$ cat config.mk
export PLATFORM = sky130hd
export DESIGN_NAME = motor_arming_pwm_gate_unit
export DESIGN_NICKNAME = d
export VERILOG_FILES = /design/src/rtl/mapg_pkg.sv /design/src/rtl/motor_arming_pwm_gate_unit.sv
export SDC_FILE = /design/constraint.sdc
export NUM_CORES = 1
export LEC_CHECK = 0
export BUFFER_PORTS_ARGS = -buffer_cell sky130_fd_sc_hd__buf_4
export CAP_MARGIN = 20
export CORE_UTILIZATION = 55
export DETAILED_ROUTE_END_ITERATION = 16
export PLACE_DENSITY = 0.86
export SYNTH_ARGS = -nofsm -noshare
export SYNTH_HDL_FRONTEND = slang
export SYNTH_SLANG_ARGS = --single-unit
$ cat constraint.sdc
create_clock -name clk -period 9.15 [get_ports clk]
set_input_delay 1.83 -clock clk [delete_from_list [all_inputs] [get_ports clk]]
set_output_delay 1.83 -clock clk [all_outputs]
set_load 0.02 [all_outputs]
$ cat src/rtl/mapg_pkg.sv
// Package: constants, register indexes and the duty mapping for the motor arming PWM gate.
`default_nettype none

package mapg_pkg;

	localparam int NumMotors = 4;
	localparam int WidthW    = 16;
	localparam int DutyW     = 13;
	localparam int AuxW      = 16;

	localparam logic [WidthW-1:0] ScaleBase = 16'd1100;
	localparam logic [DutyW-1:0]  DutyMax   = 13'd4096;
	localparam logic [DutyW-1:0]  DeadZone  = 13'd100;

	localparam logic [WidthW-1:0] LowWidthRst       = 16'd1100;
	localparam logic [WidthW-1:0] MiddleWidthRst    = 16'd1500;
	localparam logic [WidthW-1:0] StartupPacketsRst = 16'd100;
	localparam logic [WidthW-1:0] CountMax          = 16'hFFFF;

	localparam int InDataW  = 96;
	localparam int InUserW  = 3;
	localparam int OutDataW = 88;
	localparam int OutUserW = 1;

	typedef enum logic [1:0] {
		REG_LOW_WIDTH       = 2'd0,
		REG_MIDDLE_WIDTH    = 2'd1,
		REG_STARTUP_PACKETS = 2'd2
	} reg_index_t;

	typedef logic [DutyW-1:0] duty_t;

	// Map a pulse width to a duty: (w - 1100) * 41 >> 3, clamp, dead zone.
	function automatic duty_t to_duty(input logic [WidthW-1:0] w);
		logic [WidthW-1:0] diff;
		logic [21:0]       prod;
		logic [18:0]       scaled;
		duty_t             res;
		diff   = w - ScaleBase;
		prod   = {1'b0, diff, 5'b0} + {3'b0, diff, 3'b0} + {6'b0, diff};
		scaled = prod[21:3];
		if (w < ScaleBase) begin
			res = '0;
		end else if (scaled > {6'b0, DutyMax}) begin
			res = DutyMax;
		end else if (scaled < {6'b0, DeadZone}) begin
			res = '0;
		end else begin
			res = scaled[DutyW-1:0];
		end
		return res;
	endfunction

endpackage

`default_nettype wire

$ cat src/rtl/motor_arming_pwm_gate_unit.sv
// Motor arming PWM gate: arming control, startup check and duty mapping per command packet.
// Stages: each item passes the input stage and then the result stage, both registered.
// Throughput: one transaction per cycle; the input stage advances whenever the result register
// is empty or being taken, so the arming and count state is updated once per item in order.
// Reset: disarmed, packet count zero, outputs shut down (duties and aux words zero, stopped set),
// registers at 1100 / 1500 / 100, both stages empty.
`default_nettype none

module motor_arming_pwm_gate_unit
	import mapg_pkg::*;
(
	input  wire logic                clk,
	input  wire logic                arst_n,
	input  wire logic                cfg_we,
	input  wire logic [1:0]          cfg_index,
	input  wire logic [WidthW-1:0]   cfg_data,
	input  wire logic                s_axis_tvalid,
	output logic                     s_axis_tready,
	// width_a, width_b, width_c, width_d, aux_first, aux_second
	input  wire logic [InDataW-1:0]  s_axis_tdata,
	// packet_valid, config_mode, failsafe
	input  wire logic [InUserW-1:0]  s_axis_tuser,
	output logic                     m_axis_tvalid,
	input  wire logic                m_axis_tready,
	// duty_zero, duty_one, duty_two, duty_three, aux_out_first, aux_out_second,
	// motors_stopped, armed, two zero bits
	output logic [OutDataW-1:0]      m_axis_tdata,
	// buffer_written
	output logic [OutUserW-1:0]      m_axis_tuser
);

	logic [WidthW-1:0] low_width_q;
	logic [WidthW-1:0] middle_width_q;
	logic [WidthW-1:0] startup_packets_q;

	logic                 valid_s1;
	logic [InDataW-1:0]   data_s1;
	logic [InUserW-1:0]   user_s1;

	logic                 armed_q;
	logic [WidthW-1:0]    count_q;
	logic                 stopped_q;
	duty_t                duty_q [NumMotors];
	logic [AuxW-1:0]      aux_q [2];

	logic                 out_valid_q;
	logic [OutDataW-1:0]  out_data_q;
	logic                 out_written_q;

	logic                 advance;
	logic [WidthW-1:0]    w [NumMotors];
	logic                 pkt_ok;
	logic                 fs;
	logic                 armed_d;
	logic [WidthW-1:0]    count_d;
	logic                 stopped_d;
	duty_t                duty_d [NumMotors];
	logic [AuxW-1:0]      aux_d [2];
	logic                 written_d;
	logic                 armed_mid;
	logic                 any_high;
	logic                 all_low;

	assign advance       = valid_s1 && (!out_valid_q || m_axis_tready);
	assign s_axis_tready = !valid_s1 || advance;

	always_ff @(posedge clk or negedge arst_n) begin
		if (!arst_n) begin
			low_width_q       <= LowWidthRst;
			middle_width_q    <= MiddleWidthRst;
			startup_packets_q <= StartupPacketsRst;
		end else if (cfg_we) begin
			case (cfg_index)
				REG_LOW_WIDTH:       low_width_q       <= cfg_data;
				REG_MIDDLE_WIDTH:    middle_width_q    <= cfg_data;
				REG_STARTUP_PACKETS: startup_packets_q <= cfg_data;
				default: ;
			endcase
		end
	end

	always_ff @(posedge clk or negedge arst_n) begin
		if (!arst_n) begin
			valid_s1 <= 1'b0;
		end else if (s_axis_tready) begin
			valid_s1 <= s_axis_tvalid;
		end
	end

	always_ff @(posedge clk) begin
		if (s_axis_tready && s_axis_tvalid) begin
			data_s1 <= s_axis_tdata;
			user_s1 <= s_axis_tuser;
		end
	end

	always_comb begin
		for (int i = 0; i < NumMotors; i++) begin
			w[i] = data_s1[i*WidthW +: WidthW];
		end
		pkt_ok    = user_s1[0] && !user_s1[1];
		fs        = user_s1[2];
		armed_d   = armed_q;
		count_d   = count_q;
		stopped_d = stopped_q;
		duty_d    = duty_q;
		aux_d     = aux_q;
		written_d = 1'b0;
		any_high  = 1'b0;
		all_low   = 1'b1;
		for (int i = 0; i < NumMotors; i++) begin
			if (w[i] > middle_width_q) begin
				any_high = 1'b1;
			end
			if (w[i] > low_width_q) begin
				all_low = 1'b0;
			end
		end
		armed_mid = armed_q;
		if (pkt_ok) begin
			if (!armed_q) begin
				if (count_q == '0) begin
					armed_mid = 1'b1;
				end else begin
					for (int i = 0; i < NumMotors; i++) begin
						duty_d[i] = '0;
					end
					aux_d[0]  = '0;
					aux_d[1]  = '0;
					stopped_d = 1'b1;
					written_d = 1'b1;
				end
			end
			if (count_q != CountMax) begin
				count_d = count_q + 16'd1;
			end
			armed_d = armed_mid;
			if (!fs && armed_mid) begin
				if (count_d < startup_packets_q && any_high) begin
					armed_d = 1'b0;
				end else begin
					duty_d[0] = to_duty(w[3]);
					duty_d[1] = to_duty(w[0]);
					duty_d[2] = to_duty(w[1]);
					duty_d[3] = to_duty(w[2]);
					aux_d[0]  = data_s1[4*WidthW +: AuxW];
					aux_d[1]  = data_s1[4*WidthW+AuxW +: AuxW];
					stopped_d = all_low;
					written_d = 1'b1;
				end
			end
		end
	end

	always_ff @(posedge clk or negedge arst_n) begin
		if (!arst_n) begin
			armed_q   <= 1'b0;
			count_q   <= '0;
			stopped_q <= 1'b1;
			for (int i = 0; i < NumMotors; i++) begin
				duty_q[i] <= '0;
			end
			aux_q[0]  <= '0;
			aux_q[1]  <= '0;
		end else if (advance) begin
			armed_q   <= armed_d;
			count_q   <= count_d;
			stopped_q <= stopped_d;
			duty_q    <= duty_d;
			aux_q     <= aux_d;
		end
	end

	always_ff @(posedge clk or negedge arst_n) begin
		if (!arst_n) begin
			out_valid_q <= 1'b0;
		end else if (advance) begin
			out_valid_q <= 1'b1;
		end else if (m_axis_tready) begin
			out_valid_q <= 1'b0;
		end
	end

	always_ff @(posedge clk) begin
		if (advance) begin
			out_data_q    <= {2'b00, armed_d, stopped_d, aux_d[1], aux_d[0],
				duty_d[3], duty_d[2], duty_d[1], duty_d[0]};
			out_written_q <= written_d;
		end
	end

	assign m_axis_tvalid = out_valid_q;
	assign m_axis_tdata  = out_data_q;
	assign m_axis_tuser  = out_written_q;

	ap_arm_only_from_zero: assert property (@(posedge clk) disable iff (!arst_n)
		$rose(armed_q) |-> $past(count_q) == '0)
		else $error("arming after the first packet");

	ap_count_steps: assert property (@(posedge clk) disable iff (!arst_n)
		count_q != $past(count_q) |-> count_q == $past(count_q) + 16'd1)
		else $error("packet count moved by other than one");

	ap_duty_clamped: assert property (@(posedge clk) disable iff (!arst_n)
		duty_q[0] <= DutyMax && duty_q[1] <= DutyMax &&
		duty_q[2] <= DutyMax && duty_q[3] <= DutyMax)
		else $error("duty above full scale");

	ap_shutdown_zero: assert property (@(posedge clk) disable iff (!arst_n)
		advance && written_d && !armed_d |=>
			duty_q[0] == '0 && duty_q[1] == '0 && duty_q[2] == '0 && duty_q[3] == '0 &&
			aux_q[0] == '0 && aux_q[1] == '0 && stopped_q)
		else $error("shutdown left output buffer nonzero");

endmodule

`default_nettype wire
Word level (Yosys, flattened, before mapping)
Index checks and enable logic that the tools add are counted.
W data, S select, Z words.
Word-level totals
  register bits after elaboration: 338
  word-level logic and storage cells: 122
Operators by class
  add/subtract/negate cells: 13
  reductions and logical operators: 18
  order comparisons: 21
  eq/ne operators: 3
  multiplexer cells: 49
Operators by type and width (number)
  $mux W52: 5
  $mux W32: 5
  $mux W13: 12
  $gt A16 B16 Y1: 8
  $add A21 B19 Y22: 4
  $add A22 B16 Y22: 4
  $gt A19 B13 Y1 const B: 4
  $lt A19 B7 Y1 const B: 4
  $lt A16 B11 Y1 const B: 4
  $sub A16 B11 Y16 const B: 4
  $mux W16: 2
  $mux W1: 25
  $add A16 B1 Y16 const B: 1
  $logic_not A16 Y1: 1
  $lt A16 B16 Y1: 1
  $ne A16 B16 Y1 const B: 1
  $reduce_and A2 Y1: 4
  $logic_and A1 B1 Y1: 5
  $logic_not A1 Y1: 4
  $eq A2 B1 Y1 const B: 1
  $eq A2 B2 Y1 const B: 1
  $logic_not A2 Y1: 1
  $logic_or A1 B1 Y1: 2
  $reduce_bool A2 Y1: 1

Longest topological paths before layout
Gate-level depths: netlist of run 1.
  depth after elaboration: 10
  gate-level depth with buffers: 21
  mapped depth without buffers: 20

Worst setup path before layout of run 1
Ideal clock, no wire load.
  path kind: input to register
  start: input port m_axis_tready
  end: register duty_q[26] (netlist name)
  arrival: 5.200 ns
  library setup time: 0.081 ns
  slack: 3.868 ns
  required time: 9.069 ns
  stages: 6
  cells stage by stage: nand2b_1 nand2_1 clkinv_1 clkbuf_1 nand2_1 o2bb2ai_2
Between the ends
  longest elaborated chain between the ends: 2
Ends and longest elaborated chain
  start: declaration: line motor_arming_pwm_gate_unit.sv:24  | input wire logic m_axis_tready,
  $logic_or A1 B1 Y1: line motor_arming_pwm_gate_unit.sv:64  | assign advance = valid_s1 && (!out_valid_q || m_axis_tready);
  $logic_and A1 B1 Y1: line motor_arming_pwm_gate_unit.sv:64
  named net advance: line motor_arming_pwm_gate_unit.sv:50  | logic advance;
  end signal: assignment: line motor_arming_pwm_gate_unit.sv:169  | duty_q <= duty_d;
  end: declaration: line motor_arming_pwm_gate_unit.sv:43  | duty_t duty_q [NumMotors];
The timed path passes the listed nets, and every way through them passes these cells.
A chain may end at the register's enable or synchronous reset.

Worst setup path after layout of run 1
  start: register count_q[2]
  end: register out_data_q[84] (netlist: m_axis_tdata[84]), data pin
Between the ends
  longest elaborated chain between the ends: 8
Ends and longest elaborated chain
  start: declaration: line motor_arming_pwm_gate_unit.sv:41  | logic [WidthW-1:0] count_q;
  start signal: assignment: line motor_arming_pwm_gate_unit.sv:167  | count_q <= count_d;
  $add A16 B1 Y16 / $ne A16 B16 Y1 (equally long branches): line motor_arming_pwm_gate_unit.sv:135, motor_arming_pwm_gate_unit.sv:134
  $mux W16: line motor_arming_pwm_gate_unit.sv:134  | if (count_q != CountMax) begin
  $mux W16: line motor_arming_pwm_gate_unit.sv:120  | if (pkt_ok) begin
  $lt A16 B16 Y1: line motor_arming_pwm_gate_unit.sv:139  | if (count_d < startup_packets_q && any_high) begin
  $logic_and A1 B1 Y1: line motor_arming_pwm_gate_unit.sv:139
  $mux W1: line motor_arming_pwm_gate_unit.sv:139
  $mux W1 *: line motor_arming_pwm_gate_unit.sv:138  | if (!fs && armed_mid) begin
  $mux W1 *: line motor_arming_pwm_gate_unit.sv:120
  named net stopped_d: line motor_arming_pwm_gate_unit.sv:56  | logic stopped_d;
  end signal: assignment: line motor_arming_pwm_gate_unit.sv:186  | out_data_q <= {2'b00, armed_d, stopped_d, aux_d[1], aux_d[0],
  end: declaration: line motor_arming_pwm_gate_unit.sv:47  | logic [OutDataW-1:0] out_data_q;
Mark *: on every way through the listed nets, which the timed path passes. The rest lies on a longest branch. The select of a mux whose other input is x is not followed.

==> results by group, run 1 <==
Routing
  • Drt wl/cell: between 20 and 25 µm
  • Post-DRT Antenna Nets: 0
  • Drt first pass iters: 5
  • Via density per instance: around 6.1
  • Residual DRC: 0
  • Overall routed net length: approximately 58,000 µm
  • Vias: between 15,000 and 20,000
  • DRT iter0 DRCs: between 1,000 and 1,500

Global route
  • Total GRT Usage: 0.283
  • First-pass GRT wire length: 91,900 µm
  • M3 GR Usage: 0.0353
  • Met1 GRT Util: 0.371
  • Largest net degree at the start of global routing: 85
  • GRT Residual Overflow: 0
  • Initial antenna violation count: 0
  • GRT met2 Usage: 0.474
  • GR peak layer: met2
  • Vias in the first global route: 17,400

Critical path
  • Req. time, crit path: ~9.5 ns
  • R2R cell count: 18
  • WS Path Type: reg -> reg
  • Critical Path Start Type: flip-flop
  • Critical-path maximum fanout: 75
  • Crit path largest cell delay: a little under 0.7 ns
  • Worst path slowest cell: buf_4
  • Crit-path cells: nand4_1 > nor3_2 > nand2_2 > and3_1 > nand4_1 > xnor2_1 > ha_1 > a21o_1 > a21o_1 > a221oi_1 > and2_1 > a311oi_1 > a21oi_2 > a21oi_1 > o21ai_4 > buf_4 > inv_2 > o22a_1
  • Crit. End Element: flip-flop
  • Arrival time at the worst endpoint: 5.94 ns

Place
  • HPWL after DPL: between 40,000 and 50,000 µm
  • Cells after DPL: about 2,800
  • Port-buffer cells: between 200 and 250
  • GPL Wtd Cong: around 0.95

Power
  • Leakage Power: 0.0113 µW
  • Worst vdd ir: between 100 and 150 µV
  • Internal Pwr Total: roughly 3500 µW
  • Sw power: ~2100 µW
  • Clk pwr share: 0.272
  • Switching share of power: 0.372
  • Sequential share of power: 0.330
  • Comb power frac: 0.398
  • PwrDens: about 220 nW/µm²

Synthesis
  • Syn_area_per_cell: 10.8 µm²
  • Top cells by area, synth: edfxtp_1 (25%), dfrtp_1 (15%), ha_1 (14%)
  • Post-synth cell types: 96
  • Post-synth EDFFs: ~190
  • Cell with the most instances after synthesis: ha_1
  • Seq/Total Area, Yosys: 0.422
  • Synthesized area: between 20,000 and 25,000 µm²
  • Yosys Warn Count: 0
  • Yosys top cell area share: 0.251
  • Commonest cells post-synth: ha_1 (246), edfxtp_1 (186), inv_1 (182)
  • Async SR Flop Fraction: 0.450
  • FF+latch count, synth: 338
  • Cells after Synth: 2,061
  • Post-synth top flop: edfxtp_1
  • Yosys top cell by area: edfxtp_1

Final layout
  • Layout cells sized above 1: 0.164
  • Layout Cells excl Fill: about 2,800
  • Area grow syn2layout: 14.8%
  • Layout Nets: between 2,000 and 3,000
  • Ant. Diodes: 0

Floorplan
  • Total core area: approximately 40,000 µm²
  • Starting Density: 0.560
  • Die footprint: 41,300 µm²
  • Ports: between 200 and 250
  • Die Y: a little over 200 µm
  • Die W: between 200 and 250 µm
  • FP Rows: between 70 and 80

STA
  • Slew HR: 0.332
  • Final setup vio count: 0
  • Hold Slack: ~0.49 ns
  • Hold Vio Cnt, Final: 0
  • Tightest Pin Transition: ~1 ns
  • Crit path time final: roughly 5.6 ns
  • Top achievable clock speed: between 150 and 200 MHz
  • Unrepaired setup endpoints after global routing: no
  • Slew Viols, Final: 0
  • Setup TNS: 0 ns
  • Skew final: ~0.029 ns
  • Final period utilization: 0.615

Worst hold path
  • HP Class: reg -> reg
  • Worst Hold Depth: 1

Clock tree
  • Setup repair bufs after CTS: 0
  • H-tree depth: 2
  • CTS tree: yes
  • Clock Path Buffers: 3
  • Clk slew on worst S/H paths: approximately 0.060 ns
  • CTS Sinks: 338
  • Post_cts resized: 0
  • Skew-Pair Late Insertion Delay: around 0.56 ns
  • CTS Root Cell: clkbuf_16
  • TritonCTS Buffers: 37
  • CTS Hold Bufs: 0

Job
  • Max cap viols: 0

Outcome
  • Outcome: complete, no violations
## state kept, by name, indices dropped and copies added (netlist names), 3 cells and up
| register | cells |
|---|---|
| data_s1 | 96 |
| m_axis_tdata | 86 |
| duty_q | 52 |
| aux_q | 32 |
| count_q | 16 |
| low_width_q | 16 |
| middle_width_q | 16 |
| startup_packets_q | 16 |
| user_s1 | 3 |
## power groups by stage
stage                     Clock (µW)  Sequential, µW  Combinational, µW
after detailed placement           0            1860               2150
after global placement             0            1850               2090
after global routing            1590            1840               2450
final                           1510            1830               2210
after CTS                       1530            1830               2180
after floorplan                    0            1850               1590
## worst max-delay path: cells and delay by family (launching register included)
family                   cells  cell delay [ns]
AO/OA/AOI/OAI                8             2.08
AND/OR/NAND/NOR              6             1.38
buffers and inverters        2             1.00
flip-flops                   1             0.49
adder cells (fa/ha/maj)      1             0.26
XOR/XNOR                     1             0.14
## stage by stage
step / area, µm² / util / total power [µW] / worst slack, ns
2_1_floorplan: 22300 / - / 3440 / 3.87
3_3_place_gp: 24400 / 0.612 / 3940 / 3.76
3_5_place_dp: 24400 / 0.612 / 4010 / 3.59
4_1_cts: 25600 / 0.643 / 5530 / 3.58
5_1_grt: 25600 / 0.643 / 5880 / 3.14
6_report: 25600 / 0.643 / 5550 / 3.53
## logic make-up (layout without fill, tap and decap cells)
family          after synthesis  after routing  synth area share
other cells                   1              2          0.000168
compound gates              578            578             0.191
mux                          42             42            0.0209
buf+inv                     243            474            0.0444
simple gates                435            435            0.0996
xor+xnor                    148            148            0.0597
flops                       338            338             0.422
fa+ha+maj                   276            276             0.163
## metal layers
metal	part of all wire	up-vias
met5	0	-
met4	0.038	0
met3	0.057	145
met2	0.48	650
met1	0.42	8408
li1	-	8111
## worst paths after layout
path                                         from                          to  slack, ns
hold reg to reg            duty_q[15]$_DFFE_PN0P_      duty_q[15]$_DFFE_PN0P_       0.49
min in group asynchronous                  arst_n      count_q[4]$_DFFE_PN0P_       1.34
max in group asynchronous                  arst_n      duty_q[45]$_DFFE_PN0P_       6.25
setup / recovery           count_q[2]$_DFFE_PN0P_  m_axis_tdata[84]$_DFFE_PP_       3.53
hold / removal             duty_q[15]$_DFFE_PN0P_      duty_q[15]$_DFFE_PN0P_       0.49
setup reg to reg           count_q[2]$_DFFE_PN0P_  m_axis_tdata[84]$_DFFE_PP_       3.53
## cell type report
type	count	area [µm²]
clock buffer	53	1040
sequential	338	9410
clock inverter	15	183
multi-input combinational	1481	12000
tap	525	657
inverter	185	697
timing repair buffer	221	1660
fill	3101	14200
## layout by cell type (no fill, tap or decap), types with 7 or more instances in the layout
| cell | instances |
|---|---|
| nor3_1 | 43 |
| a21o_1 | 59 |
| o21ai_0 | 89 |
| o21bai_1 | 18 |
| or4_1 | 8 |
| and3_1 | 8 |
| mux2_2 | 36 |
| nand3_1 | 32 |
| clkbuf_16 | 37 |
| a22o_1 | 80 |
| nand2_1 | 132 |
| nand4_1 | 33 |
| nand2b_1 | 14 |
| a21oi_1 | 93 |
| xor2_1 | 51 |
| dfrtp_1 | 137 |
| ha_1 | 246 |
| a2111oi_0 | 7 |
| clkbuf_1 | 11 |
| and4_1 | 9 |
| inv_1 | 182 |
| o21a_1 | 22 |
| nor2b_1 | 17 |
| or3_1 | 7 |
| fa_1 | 25 |
| nor4_1 | 13 |
| edfxtp_1 | 186 |
| o211ai_1 | 10 |
| a211oi_1 | 26 |
| dfstp_2 | 15 |
| nor2_1 | 84 |
| xnor2_1 | 94 |
| o2bb2ai_1 | 64 |
| o22ai_1 | 13 |
| a31oi_1 | 7 |
| buf_4 | 220 |
Note: power is estimated with default switching activity, not from simulation.
==> inputs of run 2 (changes only) <==
Settings changed: PLACE_DENSITY 0.86 to 0.89.
Clock period 9.15 ns to 4.93 ns, I/O delays scaled along.
==> run 2 against run 1 <==
  * Fmax rose by 16%
  * Global-route usage rose by 0.42 points
  * Highest routed layer unchanged
  * Worst hold slack got worse by 0.24 ns
  * Critical path type unchanged
  * Combinational power rose by 97%
  * Largest cell class unchanged
  * Via count rose by 3.3%
  * Register-to-register slack got worse by 3.4 ns
  * Sequential power rose by 85%
  * Count of clock-buffer cells in the layout fell by 5
  * Final area rose by 2.9%
  * Cell count rose by 2.0%
==> results by group, run 2 (synthesized netlist as in run 1, its figures left out) <==
Critical path
  • Worst path slowest cell: edfxtp_1
  • Req. time, crit path: 5.23 ns (-4.23 ns)
  • Critical Path Start Type: flip-flop
  • Crit path buffers/inverters: 2 (unchanged)
  • Crit path largest cell delay: 0.47 ns (-0.22 ns)
  • Cell family with most CP delay: compound AO/OA/AOI/OAI gates
  • Crit-path cells: ha_1 > o31a_1 > nor2_1 > xor2_1 > inv_1 > xnor2_1 > ha_1 > ha_1 > a2111oi_1 > o21ai_1 > nand2_1 > xnor2_1 > o2111ai_1 > o31ai_1 > o41ai_2 > nand3_2 > buf_6 > o22ai_1
  • WS Path Type: reg -> reg
  • Crit. End Element: flip-flop
  • Flop-to-flop setup slack: 0.1 ns (-3.43 ns)
  • Arrival time at the worst endpoint: 5.13 ns (-0.81 ns)
  • Crit path top cell by count: ha_1
  • Critical-path maximum fanout: 21 (-72%)

Global route
  • Total GRT Usage: 0.287 (+0.00418)
  • Initial antenna violation count: 0 (unchanged)
  • Vias in the first global route: 17,500 (+0.21%)
  • GRT Residual Overflow: 0 (unchanged)
  • Largest net degree at the start of global routing: 107 (+26%)
  • First-pass GRT wire length: 93,200 µm (+1.3%)

Final layout
  • Post-route design area: 26,300 µm² (+2.9%)
  • Layout cells sized above 1: 0.197 (+0.0331)
  • Layout Nets: 2,713 (+2.1%)
  • Ant. Diodes: 0 (unchanged)
  • Most frequent cells in the layout: buf_4 (269), ha_1 (246), edfxtp_1 (186), inv_1 (182), dfrtp_1 (137)
  • Util after Layout: 0.662 (+0.0189)
  • Largest register by flop count: data_s1
  • Area occupied by multi-input gates: 12,200 µm² (+1.7%)
  • Storage cell area: 9410 µm² (unchanged)
  • Largest register FFs: 96 (unchanged)
  • Commonest non-fill, non-tap cell in the layout: buf_4
  • Area grow syn2layout: 18.2%
  • Layout Cells excl Fill: 2,874 (+2.0%)
  • Fillers: 2,953 (-4.8%)

Power
  • PwrDens: 404 nW/µm² (+86%)
  • Leakage Power: 0.0117 µW (+3.2%)
  • Worst vdd ir: 268 µV (+120%)

STA
  • Setup TNS: 0 ns (unchanged)
  • Hold Slack: 0.254 ns (-0.237 ns)
  • Final setup vio count: 0 (unchanged)
  • Final period utilization: 0.980 (+0.366)
  • Skew final: 0.0336 ns (+0.00464 ns)
  • Slew HR: 0.393 (+0.0610)
  • Hold Vio Cnt, Final: 0 (unchanged)
  • Top achievable clock speed: 207 MHz (+16%)
  • Tightest Pin Transition: 0.911 ns (-0.0916 ns)
  • Slew Viols, Final: 0 (unchanged)
  • Crit path time final: 4.83 ns (-0.791 ns)

Routing
  • Residual DRC: 0 (unchanged)
  • Overall routed net length: 60,400 µm (+4.1%)
  • Vias: 17,900 (+3.3%)
  • Drt wl/cell: 21.0 µm (+2.1%)
  • Post-DRT Antenna Nets: 0 (unchanged)
  • DRT iter0 DRCs: 1,394 (+4.8%)
  • Drt first pass iters: 8 (+3)
  • Via density per instance: 6.22 (+1.3%)

Floorplan
  • Die W: 203 µm (unchanged)
  • FP Rows: 73 (unchanged)
  • Ports: 213 (unchanged)
  • Starting Density: 0.560 (unchanged)
  • Die Y: 203 µm (unchanged)
  • Die footprint: 41,300 µm² (unchanged)
  • Total core area: 39,800 µm² (unchanged)

Clock tree
  • Clock Path Buffers: 3 (unchanged)
  • Skew-Pair Late Insertion Delay: 0.58 ns (+0.02 ns)
  • H-tree depth: 2 (unchanged)
  • CTS Sinks: 338 (unchanged)
  • CTS tree: yes
  • Clk slew on worst S/H paths: 0.06 ns (about the same)
  • CTS Hold Bufs: 0 (unchanged)
  • TritonCTS Buffers: 38 (+2.7%)
  • CTS Root Cell: clkbuf_16

Place
  • Port-buffer cells: 210 (unchanged)
  • GPL Wtd Cong: 0.921 (-2.7%)
  • Placed inst area: 24,700 µm² (+1.4%)
  • HPWL after DPL: 44,400 µm (+3.8%)
  • Cells after DPL: 2,789 (+1.4%)

Worst hold path
  • HP Class: in -> async

Job
  • Max cap viols: 0 (unchanged)

Outcome
  • Outcome: complete, no violations
run 2: cell count changes in the layout (fill, tap and decap cells not counted), sizes merged:
cell      delta
clkbuf       -5
inv          -1
clkinvlp     -1
clkinv       +8
buf         +55
run 2: repair_timing:
item,CTS,global route
setup endpoints to repair,22,167
buffers inserted,0,15
pin swaps,0,9
gates resized for setup,3,43
run 2: layout make-up:
cell class,count,area share
Sequential cell,338,0.357
Clock buffer,48,0.0395
Clock inverter,21,0.00936
Timing Repair Buffer,276,0.0816
Multi-Input combinational cell,1481,0.461
Tap cell,525,0.0249
Inverter,185,0.0265
run 2: where the power goes:
part | internal, µW | switching (µW)
Sequential | 3210 | 169
Combinational | 1720 | 2640
Clock | 1680 | 1220
run 2: through the flow:
stage	power [µW]	worst slack, ns
floorplan	6390	0.399
global placement	7360	0.195
detailed placement	7510	-0.0485
CTS	10400	0.00310
global route	11200	-0.152
finish	10600	0.0970
run 2: worst paths after layout:
check                      depth (start not counted)                   start                          to
max in group asynchronous                          3                  arst_n       aux_q[11]$_DFFE_PN0P_
min in group clk                                   1  duty_q[48]$_DFFE_PN0P_      duty_q[48]$_DFFE_PN0P_
max reg2reg                                       18   data_s1[35]$_DFFE_PP_  m_axis_tdata[48]$_DFFE_PP_
max                                               18   data_s1[35]$_DFFE_PP_  m_axis_tdata[48]$_DFFE_PP_
min reg2reg                                        1  duty_q[48]$_DFFE_PN0P_      duty_q[48]$_DFFE_PN0P_
min                                                1                  arst_n      count_q[8]$_DFFE_PN0P_
run 2: worst register-to-register path, stage by stage (launching register included):
cell and delay, ns:
edfxtp_1 0.47, ha_1 0.28, o31a_1 0.30, nor2_1 0.13
xor2_1 0.23, inv_1 0.15, xnor2_1 0.19, ha_1 0.27
ha_1 0.41, a2111oi_1 0.40, o21ai_1 0.19, nand2_1 0.12
xnor2_1 0.19, o2111ai_1 0.25, o31ai_1 0.37, o41ai_2 0.18
nand3_2 0.11, buf_6 0.20, o22ai_1 0.12
run 2: routing by layer:
metal	vias to the layer above	GRT usage	routed length, µm
li1	8215	-	-
met1	8751	0.371	24900
met2	743	0.471	28500
met3	179	0.0487	4330
met4	0	0.133	2710
met5	-	0	0
